<file path="src/rtl/buddy_block_allocator_defines.svh">
// assertion macros for the buddy block allocator
`ifndef BUDDY_BLOCK_ALLOCATOR_DEFINES_SVH
`define BUDDY_BLOCK_ALLOCATOR_DEFINES_SVH
`ifndef SYNTHESIS
// same-cycle implication
`define BBA_ASSERT_SAME(lbl, clk, rst, ante, cons) \
   lbl: assert property (@(posedge clk) disable iff (rst) (ante) |-> (cons)) \
      else $error("buddy allocator check failed");
// next-cycle implication
`define BBA_ASSERT_NEXT(lbl, clk, rst, ante, cons) \
   lbl: assert property (@(posedge clk) disable iff (rst) (ante) |=> (cons)) \
      else $error("buddy allocator check failed");
`else
`define BBA_ASSERT_SAME(lbl, clk, rst, ante, cons)
`define BBA_ASSERT_NEXT(lbl, clk, rst, ante, cons)
`endif
`endif

</file>
<file path="src/rtl/bba_ram.sv">
// simple dual-port memory with registered read
module bba_ram #(
   parameter int W     = 32,
   parameter int DEPTH = 128,
   parameter int AW    = 7
) (
   input  logic          clock,
   input  logic          we,
   input  logic [AW-1:0] waddr,
   input  logic [W-1:0]  wdata,
   input  logic [AW-1:0] raddr,
   output logic [W-1:0]  rdata
);
   logic [W-1:0] mem [DEPTH];
   logic [W-1:0] rdata_ff;

   // write port and registered read port
   always_ff @(posedge clock) begin
      if (we) begin
         mem[waddr] <= wdata;
      end
      rdata_ff <= mem[raddr];
   end

   assign rdata = rdata_ff;
endmodule

</file>
<file path="config.mk">
export PLATFORM = sky130hd
export DESIGN_NAME = bba_ram
export DESIGN_NICKNAME = d
export VERILOG_FILES = /design/src/rtl/buddy_block_allocator_defines.svh /design/src/rtl/bba_ram.sv
export SDC_FILE = /design/constraint.sdc
export NUM_CORES = 2
export LEC_CHECK = 0
export BUFFER_PORTS_ARGS = -buffer_cell sky130_fd_sc_hd__buf_2
export CAP_MARGIN = 10
export CORE_MARGIN = 4
export CORE_UTILIZATION = 41
export DETAILED_ROUTE_END_ITERATION = 6
export SYNTH_ARGS = -nofsm -noshare
export SYNTH_HDL_FRONTEND = slang
export SYNTH_SLANG_ARGS = --single-unit
</file>
<file path="constraint.sdc">
create_clock -name clock -period 5.5 [get_ports clock]
set_input_delay 1.65 -clock clock [delete_from_list [all_inputs] [get_ports clock]]
set_output_delay 1.65 -clock clock [all_outputs]
set_load 0.01 [all_outputs]
</file>
==> impl_metrics.tcl <==
set metrics [dict create \
    tns_ns 0 \
    critical_path.max_fanout 25 \
    syn-mean-instance-area_sq_um 26.1 \
    synth_nets 6038 \
    post_cts_buffers 0 \
    min_delay_path_depth 4 \
    power_frac_seq_pct 52.5 \
    ios 80 \
    fin_area_sq_mm 0.180 \
    setup.worst_path.end_class "flip-flop" \
    h-tree-depth 5 \
    pre_cts_ws_ns 0.438 \
    ctsHoldBuffers 0 \
    viasPerCell 6.02 \
    r2r_end "rdata[29]" \
    netlist_top_cells_count "4096 x edfxtp_1, 1344 x mux4_2, 182 x clkbuf_1, 122 x nor2_1, 79 x buf_2" \
    cts_tree "done" \
    synth_async_sr_flop_share_pct 0 \
    skew_ns 0.0984 \
    outcome "finished, final reports clean" \
    syn_to_final_growth_pct 15.4 \
    synth_edf_count 4096 \
    vias 71978 \
    final.period_utilization_pct 74.7 \
    placed_cell_area_sq_mm 0.167 \
    clock_path_buffers 4 \
    cts_sinks 4128 \
    routabilityCongestion 0.812 \
    die-area_sq_mm 0.391 \
    setup_slack_ns 1.39 \
    cts_buffers 421 \
    antenna_found_initial 89 \
    final_util_pct 47.5 \
    cts_root_buf "clkbuf_16" \
    ant_nets 0 \
    r2r_start "mem[21][29]" \
    syn_inst 5990 \
    p_per_area_mw_per_mm2 369 \
    hold_path_end "rdata[13]" \
    io_buffer_count 79 \
    clkLatencyLatePin_ns 0.99 \
    core_area_sq_mm 0.379 \
    p_leak_uw 0.0550 \
    synth_top_area_share_pct 78.7 \
    drv_slew 0 \
    swShare_pct 21.3 \
    drc 0 \
    rows 226 \
    crit_type "input pin to flip-flop" \
    rsz0062_at_grt "false" \
    initial_core_util_pct 41.2 \
    grt_pass1_vias 72456 \
    tightest_slew_ns 1.31 \
    synth_area_sq_mm 0.156 \
    combPwrFrac_pct 5.3 \
    grt_max_degree 95 \
    clkTransAtPathRegs_ns 0.06 \
    grt_remaining_overflow 0 \
    p_total_uw 66500 \
    synth_area_leaders "edfxtp_1 79%, mux4_2 19%, clkbuf_1 0.44%, dfxtp_1 0.41%, nor2_1 0.29%" \
    die_w_microns 625 \
    hp-class "flip-flop to flip-flop" \
    p_switching_uw 14200 \
    yosysTopAreaCell "edfxtp_1" \
    grt_usage_pct 22.1 \
    intPower_uw 52300 \
    worstPathRequired_ns 6.31 \
    cap_violations 0 \
    drive_gt1_share_pct 36.6 \
    routed_wl_microns 434000 \
    synth_flop_cell "edfxtp_1" \
    nets 6574 \
    dp_hpwl_microns 248000 \
    timing.fmax_ghz 0.243 \
    yosysMostFrequentCell "edfxtp_1" \
    finalCriticalPeriod_ns 4.11 \
    min-delay-start "mem[92][13]" \
    ys_seq_elements 4128 \
    cp-start-kind "input pin" \
    synth_seq_area_share_pct 79.1 \
    maxSlewHeadroom_pct 12.5 \
    die_y_microns 625 \
    hold_viol 0 \
    first_iter_violations 10554 \
    wire_per_inst_microns 36.3 \
    grt_pass1_wl_microns 598000 \
    drt_pass1_iterations 5 \
    cp.arrival_ns 4.92 \
    ctsResizeCount 0 \
    yosysWarningCount 0 \
    synth_cell_type_count 17 \
    finalSetupViolCount 0 \
    r2r_slack_ns 2.74 \
    clockPowerShare_pct 42.2 \
    reg2regPathDepth 4 \
    ir_drop_v 0.000284 \
]
-- power by group through the flow --
stage,registers [uW],clock network [uW],logic [uW]
after floorplan,35500,0,1680
after global placement,35600,0,3490
after detailed placement,35600,0,3540
after CTS,34900,28500,3540
after global routing,34900,29900,3660
final,34900,28100,3520
-- layout make-up --
type                            instances  area (sq um)
Clock inverter                        240          2310
Sequential cell                      4128        124000
Antenna cell                           63           158
Timing Repair Buffer                  429          4440
Multi-Input combinational cell       1546         32300
Fill cell                           29974        199000
Tap cell                             5016          6280
Clock buffer                          532         11200
-- sequential cells by signal (all words and copies together), names as in the netlist --
signal,flops
rdata,32
mem,4096
-- worst max-delay path, stage by stage --
cell,delay [ns]
buf_12,0.22
buf_12,0.22
buf_12,0.25
buf_12,0.27
mux4_2,0.53
mux4_2,0.56
mux4_2,0.71
mux2_2,0.35
-- worst max-delay path by stage --
| stage | from | end | slack (ns) |
|---|---|---|---|
| finish | raddr[0] | rdata[29] | 1.39 |
| floorplan | we | mem[98][0] | 0.61 |
| global route | raddr[0] | rdata[29] | 1.40 |
| CTS | raddr[0] | rdata[29] | 1.44 |
| global placement | raddr[0] | rdata[29] | 0.41 |
| detailed placement | raddr[0] | rdata[29] | 0.44 |
-- cells in the final DEF (no fill, tap or decap), drive strengths merged, types with 3 or more instances in the layout --
master       n
mux2        32
nand2       14
mux4      1344
dfxtp       32
bufinv      40
edfxtp    4096
diode       63
nor2b        7
clkbuf     532
nor3         9
nor2       122
clkinvlp     7
buf        429
inv         12
nand4        3
nand3       12
clkinv     181
-- per-layer routing --
| metal | wire (microns) | global-route usage (%) | vias up |
|---|---|---|---|
| met5 | 127 | 0 | - |
| met2 | 207000 | 34.6 | 3762 |
| met1 | 169000 | 31.0 | 40025 |
| li1 | - | - | 27594 |
| met3 | 45200 | 5.32 | 575 |
| met4 | 12700 | 6.35 | 22 |
-- through the flow --
| stage | hold WS, ns | instances |
|---|---|---|
| final | 1.12 | 11954 |
| after global routing | 1.12 | 11939 |
| after CTS | 1.08 | 11891 |
| after detailed placement | 1.12 | 11119 |
| after global placement | 1.11 | 11119 |
| after floorplan | 1.07 | 5990 |
-- kinds of logic (layout without fill, tap and decap cells) --
family	after synthesis	after routing	share of synthesized area (%)
other	0	63	0
and+or+nand+nor	170	170	0.446
buffers and inverters	316	1201	0.839
DFF	4128	4128	79.1
muxes	1376	1376	19.6
Power figures use the tool's default switching activity.
