===== src/rtl/buddy_block_allocator_defines.svh =====
// assertion macros for the buddy block allocator
`ifndef BUDDY_BLOCK_ALLOCATOR_DEFINES_SVH
`define BUDDY_BLOCK_ALLOCATOR_DEFINES_SVH
`ifndef SYNTHESIS
// same-cycle implication
`define BBA_ASSERT_SAME(lbl, clk, rst, ante, cons) \
   lbl: assert property (@(posedge clk) disable iff (rst) (ante) |-> (cons)) \
      else $error("buddy allocator check failed");
// next-cycle implication
`define BBA_ASSERT_NEXT(lbl, clk, rst, ante, cons) \
   lbl: assert property (@(posedge clk) disable iff (rst) (ante) |=> (cons)) \
      else $error("buddy allocator check failed");
`else
`define BBA_ASSERT_SAME(lbl, clk, rst, ante, cons)
`define BBA_ASSERT_NEXT(lbl, clk, rst, ante, cons)
`endif
`endif


===== src/rtl/bba_pkg.sv =====
// shared types and constants of the buddy block allocator
package bba_pkg;

   // default sizing
   localparam int HEAP_LOG2_DEF      = 16;
   localparam int MIN_BLOCK_LOG2_DEF = 5;
   localparam int LEVELS_DEF         = 11;
   localparam int HEADER_BYTES_DEF   = 24;

   // fixed field and word widths
   localparam int LVW       = 4;
   localparam int WORD_BITS = 32;
   localparam int WORD_LOG2 = 5;
   localparam int CHUNK_W   = 17;

   typedef logic [1:0] status_type;
   localparam status_type ST_OK        = 2'd0;
   localparam status_type ST_NO_FREE   = 2'd1;
   localparam status_type ST_TOO_LARGE = 2'd2;
   localparam status_type ST_BAD_FREE  = 2'd3;

   typedef enum logic {
      CMD_ALLOC = 1'b0,
      CMD_FREE  = 1'b1
   } cmd_type;

   typedef struct packed {
      cmd_type     command;
      logic [15:0] request_bytes;
      logic [15:0] payload_offset_in;
   } req_type;

   typedef struct packed {
      status_type  status;
      logic [15:0] payload_offset;
      logic [3:0]  block_level;
   } rsp_type;

   // result of the free-bit search over one word
   typedef struct packed {
      logic                 hit;
      logic [WORD_LOG2-1:0] pos;
   } pick_type;

endpackage


===== src/rtl/bba_pick.sv =====
// first free mark of one word inside a level's index range
module bba_pick #(
   parameter int IW  = 13,
   parameter int MAW = 7
) (
   input  logic [bba_pkg::WORD_BITS-1:0] word,
   input  logic [MAW-1:0]                word_idx,
   input  logic [IW-1:0]                 lo,
   input  logic [IW-1:0]                 hi,
   output bba_pkg::pick_type             pick
);
   import bba_pkg::*;

   logic [WORD_BITS-1:0] cand;

   // range mask on the word
   always_comb begin
      for (int b = 0; b < WORD_BITS; b++) begin
         cand[b] = word[b]
            && (((32'(word_idx) << WORD_LOG2) + 32'(b)) >= 32'(lo))
            && (((32'(word_idx) << WORD_LOG2) + 32'(b)) < 32'(hi));
      end
   end

   // lowest set bit
   always_comb begin
      pick.hit = |cand;
      pick.pos = '0;
      for (int b = WORD_BITS - 1; b >= 0; b--) begin
         if (cand[b]) begin
            pick.pos = WORD_LOG2'(b);
         end
      end
   end
endmodule

===== config.mk =====
export PLATFORM = sky130hd
export DESIGN_NAME = bba_pick
export DESIGN_NICKNAME = d
export VERILOG_FILES = /design/src/rtl/buddy_block_allocator_defines.svh /design/src/rtl/bba_pkg.sv /design/src/rtl/bba_pick.sv
export SDC_FILE = /design/constraint.sdc
export NUM_CORES = 1
export LEC_CHECK = 0
export ABC_AREA = 1
export CAP_MARGIN = 30
export CORE_ASPECT_RATIO = 1.2
export CORE_MARGIN = 4
export CORE_UTILIZATION = 51
export DETAILED_ROUTE_END_ITERATION = 6
export DONT_BUFFER_PORTS = 1
export GPL_TIMING_DRIVEN = 0
export PLACE_DENSITY = 0.66
export SLEW_MARGIN = 10
export SYNTH_ARGS = -nofsm -noshare
export SYNTH_HDL_FRONTEND = slang
export SYNTH_SLANG_ARGS = --single-unit

===== constraint.sdc =====
create_clock -name vclk -period 8.75
set_input_delay 1.3125 -clock vclk [all_inputs]
set_output_delay 1.3125 -clock vclk [all_outputs]
set_load 0.01 [all_outputs]

==> results.cfg <==
[yosys]
syn_area_per_cell_um2 = 5.04
syn-num-nets = 467
synth_warnings = 0
ys_types = 37
synthAdderAreaFrac_pct = 10.3
synth_top_family_by_area = simple AND/OR/NAND/NOR gates
synth_largest_area_cell = nand2_1
syn_area_um2 = 1950
ys_seq_area_share_pct = 0
synth-xor-area-share_pct = 0
syn_inst = 386
synth_top_area_share_pct = 21.8
synthMostInstantiatedCell = nand2_1
synthMuxAreaShare_pct = 0
yosys-top-cells-count = nand2_1, inv_1, nor2_1
synthSimpleGateAreaFrac_pct = 51.0
synthTopCellsByArea = nand2_1, inv_1, nor2_1
synth_compound_area_share_pct = 23.4

[power_and_ir_drop]
p_total_mw = 0.127
leakage_nw = 1.17
p_per_area_nw_per_um2 = 62.9
vdd_ir_drop_max_uv = 22.8

[sta]
setup_viol = 0
final_hold_viol_count = 0
hold-worst-slack_ns = 2.90
fin_crit_sh_pct = 62.1
setup_slack_ns = 3.32
min_period_ns = 5.43
fin_tns_setup_ns = 0
rsz0062_at_grt = no
worst_pin_slew_ns = 0.652
max_freq_ghz = 0.184
maxSlewHeadroom_pct = 55.4
drv_slew = 0

[drt]
num_vias = 2432
ant_nets = 0
dr.pass1.iters = 4
routed_via_density = 5.55
wl_um = 6120
avgRoutedWirePerCell_um = 14.0
first_iter_violations = 128
drc = 0

[critical_path]
arrival_ns = 4.12
worstSetupPathType = in2out
max_stage_delay_ns = 0.28
cp_max_fo = 7
required_ns = 7.44
cp_slowest_cell = ha_1
end_kind = output pin
worstSetupStartpointType = input port
crit_path_frequent_cell = nand2_1

[global_route]
grtUsageTotal_pct = 24.6
grt_max_degree = 11
antenna_found_initial = 0
grt_overflow_total = 0
grt_pass1_vias = 2183
grt_first_pass_wirelength_um = 9620

[hold_path]
min_from = word[0]
hold_path.class = in2out
holdPathEnd = pick[0]
min_delay_path_depth = 3

[die]
num_rows = 24
die-area_um2 = 4870
io_pins = 71
initial_core_util_pct = 53.1
die_w_um = 64.4
coreArea_um2 = 3660
die_h_um = 75.7

[final_layout]
antenna_cells = 0
nClkBuffers = 0
layout.nets = 469
num-fill-cells = 441
drive_gt1_share_pct = 8.29
multi_input_area_um2 = 1650
fin_util_pct = 54.9
area_delta_synth_final_pct = 3.34
design.seq.count = 0
seq_area_um2 = 0

[clock_network]
cts_setup_buffers = 0
ctsResizeCount = 0
cts_hold_buf = 0

[placed_design]
io_buffers = 0
dp_hpwl_um = 5360
dpl_worst_slack_ns = 3.33
gp_congestion = 0.964

[status]
status = complete, no violations

[run]
drv_cap = 0
per-layer routing:
metal	vias to the layer above	track usage [%]	share of wire, %
met4	0	5.87	2.6
met2	82	48.2	49
met1	1071	28.3	40
met5	-	0	0
met3	12	3.24	8.0
li1	1267	-	-
cell families after synthesis:
kind of cell	after synthesis
buffers and inverters	73
AOI/OAI and AO/OA	76
and+or+nand+nor	221
adders and majority gates	16
worst max-delay path by stage:
stage          cells after the start   start  endpoint
4_1_cts                           36  lo[10]   pick[0]
6_report                          36  lo[10]   pick[0]
3_3_place_gp                      36  lo[10]   pick[0]
2_1_floorplan                     38   lo[7]   pick[0]
5_1_grt                           34   lo[9]   pick[0]
3_5_place_dp                      36  lo[10]   pick[0]
worst max-delay path, delay by kind of cell:
family,cells,cell delay (ns)
adder cells (fa/ha/maj),1,0.28
buffers and inverters,2,0.10
AND/OR/NAND/NOR,31,2.02
AO/OA/AOI/OAI,2,0.39
power by group:
group | switching, mW | leakage [nW] | total (mW) | internal [mW]
Clock | 0 | 0 | 0 | 0
Combinational | 0.0840 | 1.17 | 0.127 | 0.0426
Sequential | 0 | 0 | 0 | 0
Total | 0.0840 | 1.17 | 0.127 | 0.0426
per-stage QoR:
step | std cells | instance area, µm²
finish | 438 | 2010
floorplan | 386 | 1950
detailed placement | 438 | 2010
global route | 438 | 2010
global placement | 438 | 2010
CTS | 438 | 2010
final cells by class:
cell class         count  share of cell area [%]
well taps             52                    3.23
plain buffers          5                    1.93
inverters             68                    12.9
multi-input cells    313                    81.9
cells in the final DEF (no fill, tap or decap), types with 2 or more instances in the layout:
cell | netlist | layout
nand2_2 | 7 | 7
nor4_1 | 2 | 2
o2111ai_1 | 6 | 6
o21ai_1 | 2 | 2
nand3_2 | 4 | 4
nor2_1 | 55 | 55
nand4_1 | 10 | 10
nor3_1 | 5 | 5
a21oi_1 | 24 | 24
a211oi_1 | 2 | 2
nand3b_1 | 2 | 2
ha_1 | 16 | 16
o21ai_0 | 26 | 26
o21bai_1 | 2 | 2
inv_1 | 61 | 61
buf_4 | 3 | 3
nand2_1 | 113 | 113
o31ai_1 | 3 | 3
nor2_2 | 2 | 2
a31oi_1 | 5 | 5
inv_2 | 6 | 6
nand3_1 | 15 | 15
Note: power is estimated with default switching activity, not from simulation.
